`config.mk`:
```
export PLATFORM = sky130hd
export DESIGN_NAME = dali_backward_frame_manchester_decoder
export DESIGN_NICKNAME = d
export VERILOG_FILES = /design/src/hdl/dali_pkg.sv /design/src/hdl/dali_ctrl.sv /design/src/hdl/dali_dp.sv /design/src/hdl/dali_backward_frame_manchester_decoder.sv
export SDC_FILE = /design/constraint.sdc
export NUM_CORES = 1
export LEC_CHECK = 0
export BUFFER_PORTS_ARGS = -buffer_cell sky130_fd_sc_hd__buf_2
export CELL_PAD_IN_SITES_DETAIL_PLACEMENT = 1
export CELL_PAD_IN_SITES_GLOBAL_PLACEMENT = 2
export CORE_ASPECT_RATIO = 0.5
export CORE_MARGIN = 4
export CORE_UTILIZATION = 30
export CTS_CLUSTER_DIAMETER = 50
export DETAILED_ROUTE_END_ITERATION = 8
export GPL_ROUTABILITY_DRIVEN = 0
export MAX_ROUTING_LAYER = met4
export PLACE_DENSITY_LB_ADDON = 0.1
export SYNTH_ARGS = -nofsm -noshare
export SYNTH_HDL_FRONTEND = slang
export SYNTH_SLANG_ARGS = --single-unit
```
`constraint.sdc`:
```
create_clock -name clk -period 6.3 [get_ports clk]
set_input_delay 0.945 -clock clk [delete_from_list [all_inputs] [get_ports clk]]
set_output_delay 0.945 -clock clk [all_outputs]
set_load 0.01 [all_outputs]
```
`src/hdl/dali_pkg.sv`:
```
// shared types and constants for the backward frame manchester decoder
// no dependencies
package dali_pkg;

  localparam int MAX_EDGES  = 20;
  localparam int FRAME_BITS = 9;

  localparam int TIME_W     = 24;
  localparam int DUR_W      = 16;
  localparam int REG_W      = 12;
  localparam int GAP_W      = 16;
  localparam int BYTE_W     = 8;
  localparam int CFG_IDX_W  = 2;
  localparam int CFG_DATA_W = 16;
  localparam int EDGE_W     = $clog2(MAX_EDGES + 1);
  localparam int BP_W       = $clog2(FRAME_BITS + 1);
  localparam int IDX_W      = $clog2(FRAME_BITS);

  localparam logic [TIME_W-1:0] TIME_MAX      = {TIME_W{1'b1}};
  localparam logic [REG_W-1:0]  PERIOD_RST    = 12'd833;
  localparam logic [REG_W-1:0]  OFFSET_RST    = 12'd416;
  localparam logic [REG_W-1:0]  TOL_RST       = 12'd150;
  localparam logic [GAP_W-1:0]  GAP_RST       = 16'd2000;
  localparam logic [BYTE_W-1:0] FAIL_BYTE     = {BYTE_W{1'b1}};

  typedef enum logic [1:0] {
    DIR_NONE,
    DIR_FALL,
    DIR_RISE
  } dir_t;

  typedef enum logic [CFG_IDX_W-1:0] {
    CFG_BIT_PERIOD,
    CFG_MID_OFFSET,
    CFG_MID_TOLERANCE,
    CFG_START_GAP
  } cfg_idx_t;

  typedef enum logic [2:0] {
    ST_IDLE,
    ST_EDGE,
    ST_CLOSE,
    ST_MID,
    ST_TIME,
    ST_FLUSH,
    ST_FINAL
  } state_t;

  typedef struct packed {
    logic load_in;
    logic edge_start;
    logic close_win;
    logic mid_take;
    logic time_add;
    logic flush_win;
    logic final_load;
  } cmd_t;

  typedef struct packed {
    logic take_edge;
    logic can_close;
    logic can_flush;
    logic last;
    logic frame_ok;
    logic out_free;
  } status_t;

endpackage

```
`src/hdl/dali_ctrl.sv`:
```
// sequencing state machine for the decoder
// depends on dali_pkg
module dali_ctrl import dali_pkg::*; (
  input  logic    clk,
  input  logic    rst,
  input  logic    in_valid,
  output logic    in_ready,
  input  status_t status,
  output cmd_t    cmd,
  output state_t  state
);

  state_t state_next;

  always_ff @(posedge clk) begin
    if (rst) begin
      state <= ST_IDLE;
    end else begin
      state <= state_next;
    end
  end

  always_comb begin
    state_next = state;
    case (state)
      ST_IDLE: begin
        if (in_valid) state_next = ST_EDGE;
      end
      ST_EDGE: begin
        state_next = status.take_edge ? ST_CLOSE : ST_TIME;
      end
      ST_CLOSE: begin
        if (!status.can_close) state_next = ST_MID;
      end
      ST_MID: begin
        state_next = ST_TIME;
      end
      ST_TIME: begin
        if (!status.last) state_next = ST_IDLE;
        else if (status.frame_ok) state_next = ST_FLUSH;
        else state_next = ST_FINAL;
      end
      ST_FLUSH: begin
        if (!status.can_flush) state_next = ST_FINAL;
      end
      ST_FINAL: begin
        if (status.out_free) state_next = ST_IDLE;
      end
      default: begin
        state_next = ST_IDLE;
      end
    endcase
  end

  always_comb begin
    in_ready       = (state == ST_IDLE);
    cmd            = '0;
    cmd.load_in    = (state == ST_IDLE) && in_valid;
    cmd.edge_start = (state == ST_EDGE) && status.take_edge;
    cmd.close_win  = (state == ST_CLOSE) && status.can_close;
    cmd.mid_take   = (state == ST_MID);
    cmd.time_add   = (state == ST_TIME);
    cmd.flush_win  = (state == ST_FLUSH) && status.can_flush;
    cmd.final_load = (state == ST_FINAL) && status.out_free;
  end

endmodule

```
`src/hdl/dali_dp.sv`:
```
// decoder datapath: settings, timing, edge and window logic, result register
// depends on dali_pkg
module dali_dp import dali_pkg::*; (
  input  logic                  clk,
  input  logic                  rst,
  input  cmd_t                  cmd,
  output status_t               status,
  input  logic                  pulse_level,
  input  logic [DUR_W-1:0]      pulse_duration,
  input  logic                  frame_end,
  output logic                  out_valid,
  input  logic                  out_ready,
  output logic [BYTE_W-1:0]     answer_byte,
  output logic                  decode_ok,
  input  logic                  cfg_valid,
  output logic                  cfg_ready,
  input  logic [CFG_IDX_W-1:0]  cfg_index,
  input  logic [CFG_DATA_W-1:0] cfg_data
);

  logic [REG_W-1:0]      bit_period;
  logic [REG_W-1:0]      mid_offset;
  logic [REG_W-1:0]      mid_tolerance;
  logic [GAP_W-1:0]      start_gap;

  logic                  req_level;
  logic [DUR_W-1:0]      req_duration;
  logic                  req_last;

  logic [TIME_W-1:0]     running_time;
  logic                  level_known;
  logic                  line_level;
  logic [EDGE_W-1:0]     edge_count;
  logic                  gap_found;
  logic [TIME_W-1:0]     previous_edge_time;
  logic [TIME_W-1:0]     window_start;
  logic [BP_W-1:0]       bit_position;
  dir_t                  mid_direction;
  dir_t                  edge_dir;
  logic [FRAME_BITS-1:0] decoded_bits;
  logic                  last_bit;
  logic [TIME_W:0]       mid_pos;

  logic [TIME_W:0]       window_end;
  logic [TIME_W:0]       time_sum;
  logic [TIME_W:0]       t_ext;
  logic [TIME_W:0]       mid_dist;
  logic [TIME_W-1:0]     gap;
  logic                  bits_left;
  logic                  close_bit;
  logic                  near_mid;
  logic                  restart;
  logic                  out_free;
  dir_t                  dir;
  logic [15:0]           bits_ext;
  logic [BYTE_W-1:0]     byte_val;

  assign cfg_ready = 1'b1;

  always_ff @(posedge clk) begin
    if (rst) begin
      bit_period    <= PERIOD_RST;
      mid_offset    <= OFFSET_RST;
      mid_tolerance <= TOL_RST;
      start_gap     <= GAP_RST;
    end else if (cfg_valid) begin
      case (cfg_idx_t'(cfg_index))
        CFG_BIT_PERIOD:    bit_period    <= cfg_data[REG_W-1:0];
        CFG_MID_OFFSET:    mid_offset    <= cfg_data[REG_W-1:0];
        CFG_MID_TOLERANCE: mid_tolerance <= cfg_data[REG_W-1:0];
        CFG_START_GAP:     start_gap     <= cfg_data[GAP_W-1:0];
        default: begin
        end
      endcase
    end
  end

  // combinational helpers
  always_comb begin
    t_ext      = {1'b0, running_time};
    window_end = {1'b0, window_start} + (TIME_W+1)'(bit_period);
    time_sum   = t_ext + (TIME_W+1)'(req_duration);
    gap        = running_time - previous_edge_time;
    bits_left  = bit_position < BP_W'(FRAME_BITS);
    restart    = (edge_count == '0) ||
                 (!gap_found && (gap > TIME_W'(start_gap)));
    mid_dist   = (t_ext >= mid_pos) ? (t_ext - mid_pos) : (mid_pos - t_ext);
    near_mid   = bits_left && (running_time >= window_start) &&
                 (mid_dist < (TIME_W+1)'(mid_tolerance));
    out_free   = !out_valid || out_ready;

    dir = DIR_NONE;
    if (level_known && line_level && !req_level) dir = DIR_FALL;
    else if (level_known && !line_level && req_level) dir = DIR_RISE;

    case (mid_direction)
      DIR_FALL: close_bit = 1'b1;
      DIR_RISE: close_bit = 1'b0;
      default:  close_bit = last_bit;
    endcase

    // bit i of the frame lands at byte bit 8 - i
    bits_ext = 16'(decoded_bits);
    for (int i = 1; i <= BYTE_W; i++) begin
      byte_val[BYTE_W-i] = bits_ext[i];
    end

    status.take_edge = (req_duration != '0) &&
                       (!level_known || (req_level != line_level)) &&
                       (edge_count < EDGE_W'(MAX_EDGES));
    status.can_close = bits_left && (window_end < t_ext);
    status.can_flush = bits_left;
    status.last      = req_last;
    status.frame_ok  = edge_count >= EDGE_W'(2);
    status.out_free  = out_free;
  end

  // window middle is registered and follows the window start in the next cycle
  always_ff @(posedge clk) begin
    mid_pos <= {1'b0, window_start} + (TIME_W+1)'(mid_offset);
  end

  always_ff @(posedge clk) begin
    if (cmd.load_in) begin
      req_level    <= pulse_level;
      req_duration <= pulse_duration;
      req_last     <= frame_end;
    end
  end

  always_ff @(posedge clk) begin
    if (rst || cmd.final_load) begin
      running_time       <= '0;
      level_known        <= 1'b0;
      line_level         <= 1'b0;
      edge_count         <= '0;
      gap_found          <= 1'b0;
      previous_edge_time <= '0;
      window_start       <= '0;
      bit_position       <= '0;
      mid_direction      <= DIR_NONE;
      edge_dir           <= DIR_NONE;
      decoded_bits       <= '0;
      last_bit           <= 1'b0;
    end else begin
      if (cmd.edge_start) begin
        edge_dir <= dir;
        if (restart) begin
          if (edge_count != '0) gap_found <= 1'b1;
          window_start  <= running_time;
          bit_position  <= '0;
          mid_direction <= DIR_NONE;
          decoded_bits  <= '0;
          last_bit      <= 1'b0;
        end
      end
      if (cmd.close_win || cmd.flush_win) begin
        decoded_bits[bit_position[IDX_W-1:0]] <= close_bit;
        last_bit      <= close_bit;
        bit_position  <= bit_position + BP_W'(1);
        mid_direction <= DIR_NONE;
        window_start  <= window_end[TIME_W] ? TIME_MAX : window_end[TIME_W-1:0];
      end
      if (cmd.mid_take) begin
        if (near_mid && (edge_dir != DIR_NONE)) mid_direction <= edge_dir;
        previous_edge_time <= running_time;
        line_level         <= req_level;
        level_known        <= 1'b1;
        edge_count         <= edge_count + EDGE_W'(1);
      end
      if (cmd.time_add) begin
        running_time <= time_sum[TIME_W] ? TIME_MAX : time_sum[TIME_W-1:0];
      end
    end
  end

  // result register
  always_ff @(posedge clk) begin
    if (rst) begin
      out_valid <= 1'b0;
    end else if (cmd.final_load) begin
      out_valid <= 1'b1;
    end else if (out_ready) begin
      out_valid <= 1'b0;
    end
  end

  always_ff @(posedge clk) begin
    if (cmd.final_load) begin
      answer_byte <= status.frame_ok ? byte_val : FAIL_BYTE;
      decode_ok   <= status.frame_ok;
    end
  end

endmodule

```
`src/hdl/dali_backward_frame_manchester_decoder.sv`:
```
// Decodes a DALI backward frame from line pulses given as level and duration
// in microseconds; one request at a time, in_ready only when idle. A pulse
// without an edge passes the idle, edge and time states; a pulse with an edge
// passes idle, edge, close, mid and time, closing windows one per cycle in
// the close state. A request with frame_end then loads the result register;
// when two or more edges were seen it first flushes the windows still open,
// one per cycle. The load waits while an earlier result is not yet taken;
// once loaded, the next request gets in while the result waits. Settings are
// to be written only while the block is idle; the block does not enforce it.
// cfg_ready is always high. Depends on dali_pkg, dali_ctrl and dali_dp.
module dali_backward_frame_manchester_decoder import dali_pkg::*; (
  input  logic                  clk,
  input  logic                  rst,
  input  logic                  in_valid,
  output logic                  in_ready,
  input  logic                  pulse_level,
  input  logic [DUR_W-1:0]      pulse_duration,
  input  logic                  frame_end,
  output logic                  out_valid,
  input  logic                  out_ready,
  output logic [BYTE_W-1:0]     answer_byte,
  output logic                  decode_ok,
  input  logic                  cfg_valid,
  output logic                  cfg_ready,
  input  logic [CFG_IDX_W-1:0]  cfg_index,
  input  logic [CFG_DATA_W-1:0] cfg_data
);

  cmd_t    cmd;
  status_t status;
  state_t  state;

  dali_ctrl u_ctrl (
    .clk      (clk),
    .rst      (rst),
    .in_valid (in_valid),
    .in_ready (in_ready),
    .status   (status),
    .cmd      (cmd),
    .state    (state)
  );

  dali_dp u_dp (
    .clk            (clk),
    .rst            (rst),
    .cmd            (cmd),
    .status         (status),
    .pulse_level    (pulse_level),
    .pulse_duration (pulse_duration),
    .frame_end      (frame_end),
    .out_valid      (out_valid),
    .out_ready      (out_ready),
    .answer_byte    (answer_byte),
    .decode_ok      (decode_ok),
    .cfg_valid      (cfg_valid),
    .cfg_ready      (cfg_ready),
    .cfg_index      (cfg_index),
    .cfg_data       (cfg_data)
  );

`ifndef SYNTHESIS
  a_busy_after_req: assert property (@(posedge clk) disable iff (rst)
    in_valid && in_ready |=> !in_ready)
    else $error("request taken while previous one still in work");

  a_no_overwrite: assert property (@(posedge clk) disable iff (rst)
    cmd.final_load |-> (!out_valid || out_ready))
    else $error("pending result overwritten");

  a_fail_byte: assert property (@(posedge clk) disable iff (rst)
    out_valid && !decode_ok |-> answer_byte == FAIL_BYTE)
    else $error("failed decode without fail byte");

  a_final_state: assert property (@(posedge clk) disable iff (rst)
    cmd.final_load |=> state == ST_IDLE)
    else $error("result load did not return to idle");
`endif

endmodule
```
# Word-level counts from Yosys, hierarchy flattened
# Cells that the tools add are included.
[op_classes]
add_sub_neg = 8
magnitude_cmp = 10
n_eq_ne = 16
muxes = 37
reduce_logical = 43
[op_table]
columns = ["op", "n"]
rows = [
  ["24-bit 2-to-1 mux", 5],
  ["24-bit by 12-bit adder with 25-bit output", 2],
  ["9-bit 2-to-1 mux", 4],
  ["24-bit by 16-bit adder with 25-bit output", 1],
  ["24-bit by 25-bit greater-or-equal comparator with 1-bit output", 1],
  ["25-bit by 12-bit < comparator with 1-bit output", 1],
  ["25-bit by 24-bit < comparator with 1-bit output", 1],
  ["25-bit 2-to-1 mux", 1],
  ["24-bit by 25-bit subtractor with 25-bit output", 1],
  ["25-bit by 24-bit subtractor with 25-bit output", 1],
  ["24-bit greater-or-equal comparator", 1],
  ["24-bit by 16-bit > comparator with 1-bit output", 1],
  ["24-bit subtractor", 1],
  ["3-bit one-hot mux with 7 select lines", 1],
  ["3-bit 2-to-1 mux", 6],
  ["1-bit logical AND", 17],
  ["2-bit 2-to-1 mux", 8],
  ["16-bit nonzero test", 1],
  ["4-bit 2-to-1 mux", 3],
  ["2-bit AND reduction", 5],
  ["9-bit bitwise mux", 1],
  ["3-bit == test, second input constant", 3],
  ["2-bit nonzero test", 4],
  ["2-bit == test, second input constant", 3],
  ["24 further kinds", 41],
]
[totals]
reg_bits = 206
wordCells = 138

# Depth between registers and ports, before layout
# Gate-level depths: netlist of run 1.
[logic_depth]
depth_word = 9
depth_mapped = 25

# Modules after synthesis
# From an unflattened synthesis of run 1, not the netlist that was laid out.
[hier_totals]
cells_unflattened = 1926
hier_area_um2 = 15547.4
[modules_own_cells]
columns = ["mod", "instances", "cells_each", "area_per_inst_um2", "seq_area_each_um2"]
rows = [
  ["dali_dp", 1, 1884, 15249.6, 4314.1],
  ["dali_ctrl", 1, 42, 297.8, 60.1],
]

# Worst setup path after synthesis of run 1
# Ideal clock, no wire load.
[synth_path]
path_type = "reg2reg"
start = "register u_dp.window_start[1]"
end = "register u_dp.window_start[7]"
arrival_time_ps = 4745
setup_slack_ps = 1406
path_stages_with_launch = 22
path_buffers = 1
cell_sequence = "dfxtp_1 -> ha_1 -> a21o_1 -> a21oi_1 -> o21ai_0 -> a2111o_1 -> a31o_2 -> a31o_2 -> a21oi_1 -> nor2_1 -> xnor2_1 -> ha_1 -> a21o_1 -> a21oi_1 -> o211ai_1 -> o221ai_1 -> a21o_1 -> a32oi_1 -> nor2_1 -> nand2_1 -> clkbuf_1 -> o221ai_1"
[synth_between]
elab_chain_len = 7
word_cells_on_any_way = 10
cone_classes = "1 x add/sub; 1 x order compare; 2 x mux; 6 x reduce/logical"
[synth_lines]
columns = ["item", "line", "rtl"]
rows = [
  ["start, declared", "dali_dp.sv:36", "logic [TIME_W-1:0] window_start;"],
  ["start signal, assigned", "dali_dp.sv:150", "window_start <= running_time;"],
  ["start signal, assigned", "dali_dp.sv:162", "window_start <= window_end[TIME_W] ? TIME_MAX : window_end[TIME_W-1:0];"],
  ["24-bit by 12-bit adder with 25-bit output *", "dali_dp.sv:81", "window_end = {1'b0, window_start} + (TIME_W+1)'(bit_period);"],
  ["25-bit by 24-bit < comparator with 1-bit output", "dali_dp.sv:111", "status.can_close = bits_left && (window_end < t_ext);"],
  ["1-bit logical AND", "dali_dp.sv:111", ""],
  ["1-bit logical AND", "dali_ctrl.sv:60", "cmd.close_win = (state == ST_CLOSE) && status.can_close;"],
  ["1-bit logical OR", "dali_dp.sv:157", "if (cmd.close_win || cmd.flush_win) begin"],
  ["2-bit nonzero test (no source line)", "--", ""],
  ["2-bit AND reduction (no source line)", "--", ""],
]
# Mark *: on every way between the ends. The rest lies on a longest branch, timed or not.
# A chain may end at the register's enable or synchronous reset.

# Worst setup path in the final report of run 1
[layout_path]
start = "register u_dp.window_start[1]"
end = "register u_dp.window_start[19]"
# The elaborated chain is that of the path after synthesis.

==> results of run 1 <==
[layout make-up]
type	count	area (um^2)
tap	649	812
clock inverter	15	161
fill	5957	32000
inverter	158	593
clock buffer	34	752
multi-input combinational	1450	9860
timing repair buffer	99	616
sequential	205	4370
[through the flow]
step,power [mW],instances,setup slack (ns)
after detailed placement,7.26,2561,0.714
final,8.86,2610,0.619
after CTS,8.89,2610,0.653
after global routing,9.66,2610,0.0839
after global placement,7.32,2561,0.765
after floorplan,5.63,1895,1.41
[registers in the layout, indices dropped and copies added, names as in the netlist, 2 cells and up]
name,cells
u_dp.mid_tolerance,12
u_dp.start_gap,16
u_dp.answer_byte,8
u_dp.edge_dir,2
u_dp.bit_position,4
u_dp.running_time,24
u_dp.req_duration,16
u_dp.bit_period,12
u_dp.mid_pos,25
u_dp.mid_direction,2
u_ctrl.state,3
u_dp.decoded_bits,8
u_dp.window_start,24
u_dp.edge_count,5
u_dp.mid_offset,12
u_dp.previous_edge_time,24
[power by group through the flow]
stage / Combinational [mW] / Clock, mW / Sequential [mW]
6_report: 5.57 / 1.57 / 1.71
4_1_cts: 5.57 / 1.62 / 1.71
5_1_grt: 6.26 / 1.68 / 1.73
2_1_floorplan: 4.01 / 0 / 1.62
3_5_place_dp: 5.53 / 0 / 1.74
3_3_place_gp: 5.59 / 0 / 1.73
[worst reg2reg max path: cells and delay by family (launching register included)]
kind	cells	cell delay, ns
AOI/OAI and AO/OA	14	3.43
adders and majority gates	2	0.57
and+or+nand+nor	4	0.99
xor gates and xnor gates	1	0.18
DFF	1	0.41
[metal layers]
| metal | GRT usage [%] | vias up | share of wire, % |
|---|---|---|---|
| li1 | - | 6794 | - |
| met1 | 33.5 | 6716 | 56 |
| met2 | 28.9 | 229 | 39 |
| met3 | 2.41 | 47 | 3.9 |
| met4 | 2.64 | 0 | 1.2 |
| met5 | - | - | 0 |
[synthesized netlist by cell type (8+ instances only)]
library cell,number
sky130_fd_sc_hd__a211o_1,8
sky130_fd_sc_hd__a211oi_1,19
sky130_fd_sc_hd__a21o_1,43
sky130_fd_sc_hd__a21oi_1,200
sky130_fd_sc_hd__a31oi_1,27
sky130_fd_sc_hd__and3_1,15
sky130_fd_sc_hd__clkbuf_1,68
sky130_fd_sc_hd__dfxtp_1,178
sky130_fd_sc_hd__edfxtp_1,27
sky130_fd_sc_hd__ha_1,194
sky130_fd_sc_hd__inv_1,158
sky130_fd_sc_hd__mux2i_1,13
sky130_fd_sc_hd__nand2_1,254
sky130_fd_sc_hd__nand2b_1,21
sky130_fd_sc_hd__nand3_1,39
sky130_fd_sc_hd__nand3b_1,13
sky130_fd_sc_hd__nand4_1,36
sky130_fd_sc_hd__nor2_1,142
sky130_fd_sc_hd__nor2b_1,22
sky130_fd_sc_hd__nor3_1,30
sky130_fd_sc_hd__nor4_1,10
sky130_fd_sc_hd__o211ai_1,8
sky130_fd_sc_hd__o21a_1,20
sky130_fd_sc_hd__o21ai_0,83
sky130_fd_sc_hd__o221a_2,16
sky130_fd_sc_hd__o221ai_1,8
sky130_fd_sc_hd__o221ai_2,10
sky130_fd_sc_hd__xnor2_1,73
sky130_fd_sc_hd__xor2_1,24
[worst max path at each step]
| stage | startpoint | to | slack (ns) |
|---|---|---|---|
| finish | u_dp.window_start[1] | u_dp.window_start[19] | 0.62 |
| global route | u_dp.window_start[0] | u_dp.window_start[21] | 0.08 |
| CTS | u_dp.mid_pos[21] | u_dp.mid_direction[0] | 0.65 |
| detailed placement | u_dp.window_start[1] | u_dp.window_start[10] | 0.71 |
| global placement | u_dp.window_start[0] | u_dp.window_start[17] | 0.77 |
| floorplan | u_dp.window_start[1] | u_dp.window_start[7] | 1.41 |
[kinds of logic after synthesis]
kind of cell / count (synthesis)
AND/OR/NAND/NOR: 625
other: 1
flip-flops: 205
AO/OA/AOI/OAI: 511
buffers and inverters: 240
XOR/XNOR: 97
adder cells (fa/ha/maj): 200
multiplexers: 16
[timing repair]
| item | 4_1_cts | 5_1_grt |
|---|---|---|
| endpoints found under the setup margin | 0 | 2 |
| gates resized for setup | 0 | 1 |
| endpoints found under the hold margin | 0 | 0 |
==> flow_metrics.tcl, run 1 <==
set metrics [dict create \
    run_status "completed" \
    critical_path_depth 21 \
    cts-buffers-inserted 27 \
    regToRegStartpoint "u_dp.window_start[1]" \
    compound_cell_area_share_of_the_yosys_netlist_pct 22.0 \
    rsz_0062_raised_after_global_routing "false" \
    timing.critical_path.to_type "register" \
    detail_route.first_pass.iterations 4 \
    final_util_pct 34.9 \
    r2r_end "u_dp.window_start[19]" \
    clock_skew_ns 0.0152 \
    floorplan.die_area_um2 54400 \
    post-route-min-period_ns 5.68 \
    syn_inst 1895 \
    dp_hpwl_um 46400 \
    vdd_ir_drop_max_uv 207 \
    synth_edf_count 27 \
    power_leakage_nw 7.15 \
    cts_buffer_depth 3 \
    reg2regPathDepth 21 \
    power_switching_mw 4.19 \
    clock_root_cell "sky130_fd_sc_hd__clkbuf_16" \
    leading_cell_type_in_the_layout_fill_and_taps_excluded "sky130_fd_sc_hd__nand2_1" \
    switching_share_pct 47.3 \
    synth-seq-cells 205 \
    pin_count_of_the_biggest_net_entering_global_routing 59 \
    tightestPinTransition_ns 1.26 \
    post_drt_via_cell_ratio 5.28 \
    fin_worst_hold_slack_ns 0.455 \
    final_area_um2 17200 \
    setup.worst_path.class "reg -> reg" \
    crit_fanout 12 \
    routed_wire_length_per_instance_um 21.7 \
    synth.avg_cell_area_um2 8.00 \
    synth.area.top_cells "sky130_fd_sc_hd__dfxtp_1 24%, sky130_fd_sc_hd__ha_1 16%, sky130_fd_sc_hd__a21oi_1 6.6%, sky130_fd_sc_hd__nand2_1 6.3%, sky130_fd_sc_hd__edfxtp_1 5.3%" \
    crit_required_ns 6.75 \
    intPower_mw 4.67 \
    layout-drive-gt1-share_pct 10.4 \
    die_h_um 167 \
    antenna_cells_inserted 0 \
    design.portCount 53 \
    power.density_cell_area_nw_per_um2 516 \
    final_max_slew_viol_count 0 \
    regToRegSetupSlack_ns 0.62 \
    yosys-mux-area-fraction_pct 1.08 \
    cts_tree "done" \
    route.antenna.remaining_nets 0 \
    highest_delay_cell_along_the_critical_path "sky130_fd_sc_hd__nand2_1" \
    layout-area-overhead-vs-synth_pct 13.3 \
    fp.coreArea_um2 49200 \
    critPathTopFamily "compound AO/OA/AOI/OAI gates" \
    synthXorXnorAreaFrac_pct 5.61 \
    synth-main-ff-cell "sky130_fd_sc_hd__dfxtp_1" \
    post_cts_hold_buffer_count 0 \
    fmax_mhz 176 \
    netlist.top_cell.by_area "sky130_fd_sc_hd__dfxtp_1" \
    path_clk_slew_ns 0.06 \
    mapped_cell_area_um2 15200 \
    final_hold_viol_count 0 \
    drt-total-wl_um 56500 \
    critPathMaxStageDelay_ns 0.51 \
    globalRouteOverflowTotal 0 \
    detail_route.iter0.violations 762 \
    worst_hold_check_path_type "reg -> reg" \
    clk_latency_ns 0.56 \
    drt_drc_violations_left 0 \
    synth_cell_types 82 \
    simple_logic_cell_fraction_of_the_synthesized_area_pct 19.4 \
    synthDominantCellAreaShare_pct 23.5 \
    synth_seq_area_share_pct 28.9 \
    slew_headroom_pct 14.6 \
    starting_density_pct 30.8 \
    buffer_ports.inserted 51 \
    placed_cell_area_um2 16300 \
    timing.hold.worst_path_depth 2 \
    cp_cell_sequence "ha_1, a21o_1, a21oi_1, o21ai_0, a2111o_1, a31o_2, a31o_2, a21oi_1, nor2_1, xnor2_1, ha_1, a21o_1, a21oi_1, o211ai_1, o221ai_1, a21o_1, a32oi_1, nor2_1, nand2_1, nor3_1, a221o_1" \
    vias_in_the_first_global_route 13813 \
    global_route.usage.total_pct 21.1 \
    cts-htree-levels 1 \
    share_clk_of_total_power_pct 17.8 \
    cts.sinks 205 \
    postSynth.asyncResetShare_pct 0 \
    grt_antenna_before_repair 4 \
    layout.cells.most_common_list "254 x sky130_fd_sc_hd__nand2_1, 200 x sky130_fd_sc_hd__a21oi_1, 194 x sky130_fd_sc_hd__ha_1" \
    period_utilisation_layout_pct 90.2 \
    finalSetupViolCount 0 \
    synth_warn 0 \
    row_count 57 \
    worst_setup_path_start_kind "register" \
    floorplan_die_width_um 326 \
    cp.arrival_ns 6.13 \
    power.share.combinational_pct 62.9 \
    critical_path_buffers_and_inverters 0 \
    setup-tns-final_ns 0 \
    post_cts_buffers 0 \
    synth_adder_area_share_pct 16.8 \
    worst_hold_path.endpoint "u_dp.previous_edge_time[12]" \
    dr_total_vias 13786 \
    mappedNetlistNets 2136 \
    min_from "u_dp.previous_edge_time[12]" \
    finish.net_count 2182 \
    dominant_combinational_cell_family_by_area_after_synthesis "compound AO/OA/AOI/OAI gates" \
    grt_first_pass_wirelength_um 86600 \
    power.sequential.fraction_pct 19.3 \
    max-cap-violations 0 \
]
No activity file was read; power rests on OpenSTA's default activity.
==> inputs of run 2 (changes only) <==
--- a/config.mk
+++ b/config.mk
@@ -11,10 +11,8 @@
 export CORE_ASPECT_RATIO = 0.5
 export CORE_MARGIN = 4
 export CORE_UTILIZATION = 30
-export CTS_CLUSTER_DIAMETER = 50
 export DETAILED_ROUTE_END_ITERATION = 8
 export GPL_ROUTABILITY_DRIVEN = 0
-export MAX_ROUTING_LAYER = met4
 export PLACE_DENSITY_LB_ADDON = 0.1
 export SYNTH_ARGS = -nofsm -noshare
 export SYNTH_HDL_FRONTEND = slang
==> flow_metrics.tcl, run 2 (synthesis gave the netlist of run 1 again) <==
set metrics [dict create \
    drt_met1_wl_um 31700 \
    largest_register_ffs 25 \
    highest_delay_cell_along_the_critical_path "sky130_fd_sc_hd__nand2_1" \
    layout_fillers 5957 \
    final_area_um2 17000 \
    setup.worst_path.class "reg -> reg" \
    slew_headroom_pct 19.3 \
    final_hold_viol_count 0 \
    setup-tns-final_ns 0 \
    detail_route.iter0.violations 773 \
    power.density_cell_area_nw_per_um2 509 \
    finalSetupViolCount 0 \
    layout.cells.most_common_list "254 x sky130_fd_sc_hd__nand2_1, 200 x sky130_fd_sc_hd__a21oi_1, 194 x sky130_fd_sc_hd__ha_1" \
    cp_cell_sequence "ha_1, a21o_1, a21oi_1, o21ai_0, a2111o_1, a31o_2, a31o_2, a21oi_1, nor2_1, xnor2_1, ha_1, a21o_1, a21oi_1, o211ai_1, o221ai_1, a21o_1, a32oi_1, nor2_1, nand2_1, buf_4, o221ai_2" \
    drt-total-wl_um 56600 \
    clk_latency_ns 0.55 \
    post_drt_via_cell_ratio 5.27 \
    rsz_0062_raised_after_global_routing "false" \
    routed_wl_met3_um 2070 \
    cts.sinks 205 \
    path_clk_slew_ns 0.07 \
    timing.hold.worst_path_depth 2 \
    placed_cell_area_um2 16300 \
    worst_hold_path.endpoint "u_dp.previous_edge_time[7]" \
    crit_required_ns 6.72 \
    cp.arrival_ns 6.13 \
    floorplan.die_area_um2 54400 \
    power_leakage_nw 7.09 \
    global_route.usage.total_pct 20.5 \
    cts-buffers-inserted 24 \
    starting_density_pct 30.8 \
    floorplan_die_width_um 326 \
    r2r_end "u_dp.window_start[10]" \
    layout-area-overhead-vs-synth_pct 12.4 \
    cts_resized 0 \
    dr_total_vias 13717 \
    worst_hold_check_path_type "reg -> reg" \
    detail_route.first_pass.iterations 5 \
    fmax_mhz 175 \
    grt_antenna_before_repair 3 \
    grt_first_pass_wirelength_um 86500 \
    fp.coreArea_um2 49200 \
    post-route-min-period_ns 5.71 \
    routed_wire_length_per_instance_um 21.7 \
    critPathTopFamily "compound AO/OA/AOI/OAI gates" \
    timing.critical_path.to_type "register" \
    post_cts_hold_buffer_count 0 \
    final_max_slew_viol_count 0 \
    cts_tree "done" \
    clock_skew_ns 0.0238 \
    pin_count_of_the_biggest_net_entering_global_routing 59 \
    tightestPinTransition_ns 1.19 \
    row_count 57 \
    design.portCount 53 \
    route.antenna.remaining_nets 0 \
    critical_path_buffers_and_inverters 1 \
    top_register "u_dp.mid_pos" \
    clock_root_cell "sky130_fd_sc_hd__clkbuf_16" \
    layout-drive-gt1-share_pct 9.97 \
    wl_met2_um 22100 \
    cts-htree-levels 1 \
    timing.final.ws_setup_ns 0.587 \
    worst_setup_path_start_kind "register" \
    globalRouteOverflowTotal 0 \
    vdd_ir_drop_max_uv 199 \
    die_h_um 167 \
    period_utilisation_layout_pct 90.7 \
    crit_fanout 12 \
    top_layer_used "met4" \
    min_from "u_dp.previous_edge_time[7]" \
    post_cts_buffers 0 \
    regToRegStartpoint "u_dp.window_start[1]" \
    drt_drc_violations_left 0 \
    dp_hpwl_um 46400 \
    leading_cell_type_in_the_layout_fill_and_taps_excluded "sky130_fd_sc_hd__nand2_1" \
    critPathMaxStageDelay_ns 0.51 \
    regToRegSetupSlack_ns 0.59 \
    place_worst_setup_slack_ns 0.714 \
    reg2regPathDepth 21 \
    max-cap-violations 0 \
    vias_in_the_first_global_route 13779 \
    run_status "completed" \
    finish.net_count 2179 \
    cts_buffer_depth 3 \
    buffer_ports.inserted 51 \
    antenna_cells_inserted 0 \
]
==> run 2: worst min-delay path: cells and delay by family (launching register included) <==
kind,cells,cell delay [ns]
flip-flops,1,0.31
AND/OR/NAND/NOR,1,0.05
AO/OA/AOI/OAI,1,0.05
==> run 2: through the flow <==
stage | util [%] | total power, mW | hold slack (ns) | cells
after floorplan | - | 5.63 | 0.434 | 1895
after global routing | 34.6 | 9.48 | 0.475 | 2604
after CTS | 34.6 | 8.72 | 0.458 | 2604
final | 34.6 | 8.67 | 0.455 | 2604
after global placement | 33.0 | 7.32 | 0.444 | 2561
after detailed placement | 33.0 | 7.26 | 0.449 | 2561
==> run 2: final cells by class <==
cell class / count / area [um^2] / area share [%]
Inverter: 158 / 593 / 3.48
Clock buffer: 34 / 731 / 4.29
Multi-Input combinational cell: 1450 / 9860 / 57.9
Clock inverter: 9 / 51.3 / 0.301
Tap cell: 649 / 812 / 4.77
Sequential cell: 205 / 4370 / 25.7
Timing Repair Buffer: 99 / 616 / 3.61
==> run 2: how the worst max path moves through the flow <==
stage | slack [ns] | cells past startpoint | from | to
after floorplan | 1.41 | 21 | u_dp.window_start[1] | u_dp.window_start[7]
after global placement | 0.77 | 21 | u_dp.window_start[0] | u_dp.window_start[17]
after detailed placement | 0.71 | 21 | u_dp.window_start[1] | u_dp.window_start[10]
after CTS | 0.66 | 19 | u_dp.mid_pos[21] | u_dp.mid_direction[0]
after global routing | 0.1 | 24 | u_dp.window_start[0] | u_dp.window_start[21]
final | 0.59 | 21 | u_dp.window_start[1] | u_dp.window_start[10]
==> run 2: per-layer routing <==
layer	up-vias	global-route usage [%]
li1	6776	-
met1	6714	33.4
met2	187	28.9
met3	40	2.38
met4	0	2.62
met5	-	0
==> run 2: power by group <==
part           internal [mW]  switching (mW)  total (mW)
logic                   2.26            3.30        5.56
registers               1.48           0.236        1.71
clock network          0.806           0.592        1.40
==> inputs of run 3 (changes only) <==
--- a/config.mk
+++ b/config.mk
@@ -13,7 +13,7 @@
 export CORE_UTILIZATION = 30
 export DETAILED_ROUTE_END_ITERATION = 8
 export GPL_ROUTABILITY_DRIVEN = 0
-export PLACE_DENSITY_LB_ADDON = 0.1
+export PLACE_DENSITY_LB_ADDON = 0.15
 export SYNTH_ARGS = -nofsm -noshare
 export SYNTH_HDL_FRONTEND = slang
 export SYNTH_SLANG_ARGS = --single-unit
==> flow_metrics.tcl, run 3 (synthesis gave the netlist of run 1 again) <==
set metrics [dict create \
    run_status "completed" \
    largest_register_ffs 25 \
    setup-tns-final_ns 0 \
    vias_in_the_first_global_route 13521 \
    cts-htree-levels 1 \
    switching_share_pct 47.1 \
    top_register "u_dp.mid_pos" \
    period_utilisation_layout_pct 91.2 \
    floorplan_die_width_um 326 \
    grt_antenna_before_repair 5 \
    post_cts_buffers 0 \
    cts-buffers-inserted 25 \
    floorplan.die_area_um2 54400 \
    grt_first_pass_wirelength_um 83900 \
    vdd_ir_drop_max_uv 221 \
    share_clk_of_total_power_pct 17.0 \
    cts_tree "done" \
    cts_buffer_depth 3 \
    power.sequential.fraction_pct 19.3 \
    power_switching_mw 4.12 \
    timing.critical_path.to_type "register" \
    global_route.usage.total_pct 19.7 \
    regToRegStartpoint "u_dp.running_time[18]" \
    finish.net_count 2178 \
    clock_skew_ns 0.0252 \
    fp.coreArea_um2 49200 \
    critPathTopFamily "simple AND/OR/NAND/NOR gates" \
    setup.worst_path.class "reg -> reg" \
    worst_setup_path_start_kind "register" \
    power.share.combinational_pct 63.6 \
    cts_resized 0 \
    rsz_0062_raised_after_global_routing "false" \
    die_h_um 167 \
    design.portCount 53 \
    post_cts_hold_buffer_count 0 \
    setup.worst_path.start "u_dp.running_time[18]" \
    dr_total_vias 13557 \
    power_leakage_nw 7.10 \
    cp_cell_sequence "ha_1, nand2_1, nor3_1, nand4_1, o41ai_1, o21bai_2, mux2i_1, xnor2_1, ha_1, or4_1, a21oi_1, o21ai_0, a221o_1, nor3_1, nand4_1, nor4b_2, mux2i_1" \
    finalSetupViolCount 0 \
    cp.arrival_ns 6.21 \
    leading_cell_type_in_the_layout_fill_and_taps_excluded "sky130_fd_sc_hd__nand2_1" \
    layout.cells.most_common_list "254 x sky130_fd_sc_hd__nand2_1, 200 x sky130_fd_sc_hd__a21oi_1, 194 x sky130_fd_sc_hd__ha_1" \
    antenna_cells_inserted 0 \
    regToRegSetupSlack_ns 0.55 \
    crit_required_ns 6.77 \
    fmax_mhz 174 \
    clock_root_cell "sky130_fd_sc_hd__clkbuf_16" \
    critical_path_buffers_and_inverters 0 \
    critPathMaxStageDelay_ns 0.78 \
    post_drt_via_cell_ratio 5.21 \
    intPower_mw 4.62 \
    globalRouteOverflowTotal 0 \
    min_from "u_dp.previous_edge_time[6]" \
    starting_density_pct 30.8 \
    route.antenna.remaining_nets 0 \
    drt-total-wl_um 55000 \
    fin_worst_hold_slack_ns 0.456 \
    buffer_ports.inserted 51 \
    path_clk_slew_ns 0.06 \
    highest_delay_cell_along_the_critical_path "sky130_fd_sc_hd__o41ai_1" \
    tightestPinTransition_ns 1.08 \
    routed_wire_length_per_instance_um 21.1 \
    layout-drive-gt1-share_pct 9.97 \
    row_count 57 \
    final_max_slew_viol_count 0 \
    layout-area-overhead-vs-synth_pct 12.6 \
    pin_count_of_the_biggest_net_entering_global_routing 59 \
    detail_route.first_pass.iterations 5 \
    max-cap-violations 0 \
    worst_hold_check_path_type "reg -> reg" \
    detail_route.iter0.violations 813 \
    drt_drc_violations_left 0 \
    post-route-min-period_ns 5.75 \
    power.density_cell_area_nw_per_um2 513 \
    dp_hpwl_um 44900 \
    cts.sinks 205 \
    slew_headroom_pct 28.0 \
    final_hold_viol_count 0 \
    crit_fanout 12 \
    clk_latency_ns 0.56 \
]
-- run 3: changes by cell type in the layout (fill, tap and decap cells not counted), sizes merged --
cell and change:
buf -2, bufinv +3, clkbuf -3, clkinv -1
inv +3
-- run 3: cell type report --
class	count	area [um^2]
clock inverter	14	159
inverter	158	593
sequential	205	4370
clock buffer	31	668
fill	5949	32100
multi-input combinational	1450	9850
tap	649	812
timing repair buffer	97	601
-- run 3: power by group through the flow --
stage / Clock (mW) / Sequential, mW / Combinational (mW)
3_5_place_dp: 0 / 1.72 / 5.56
5_1_grt: 1.61 / 1.71 / 6.23
2_1_floorplan: 0 / 1.62 / 4.01
6_report: 1.49 / 1.69 / 5.57
3_3_place_gp: 0 / 1.71 / 5.57
4_1_cts: 1.54 / 1.69 / 5.60
-- run 3: routing by layer --
| metal | routed length [um] | vias to the layer above | GRT usage, % |
|---|---|---|---|
| li1 | - | 6778 | - |
| met1 | 31200 | 6528 | 32.5 |
| met2 | 20600 | 202 | 27.1 |
| met3 | 2300 | 47 | 2.30 |
| met4 | 834 | 2 | 3.06 |
| met5 | 13 | - | 0 |
-- run 3: worst register-to-register path, delay by kind of cell, from the launching register on --
family / cells / cell delay [ns]
mux: 2 / 0.60
fa+ha+maj: 2 / 0.73
flops: 1 / 0.38
xor+xnor: 1 / 0.10
simple gates: 7 / 2.09
compound gates: 5 / 1.79
-- run 3: worst paths after layout --
kind,to,cells after the start
worst max-delay path,u_dp.mid_direction[1],17
worst min-delay path,u_dp.previous_edge_time[6],2
worst max register to register,u_dp.mid_direction[1],17
worst min register to register,u_dp.previous_edge_time[6],2
-- run 3: through the flow --
step | total power [mW] | util (%) | worst slack (ns) | cells | instance area (um^2)
finish | 8.75 | 34.7 | 0.554 | 2604 | 17100
global route | 9.55 | 34.7 | 0.0745 | 2604 | 17100
CTS | 8.83 | 34.7 | 0.462 | 2604 | 17100
detailed placement | 7.28 | 33.0 | 0.482 | 2559 | 16200
global placement | 7.28 | 33.0 | 0.536 | 2559 | 16200
floorplan | 5.63 | - | 1.41 | 1895 | 15200
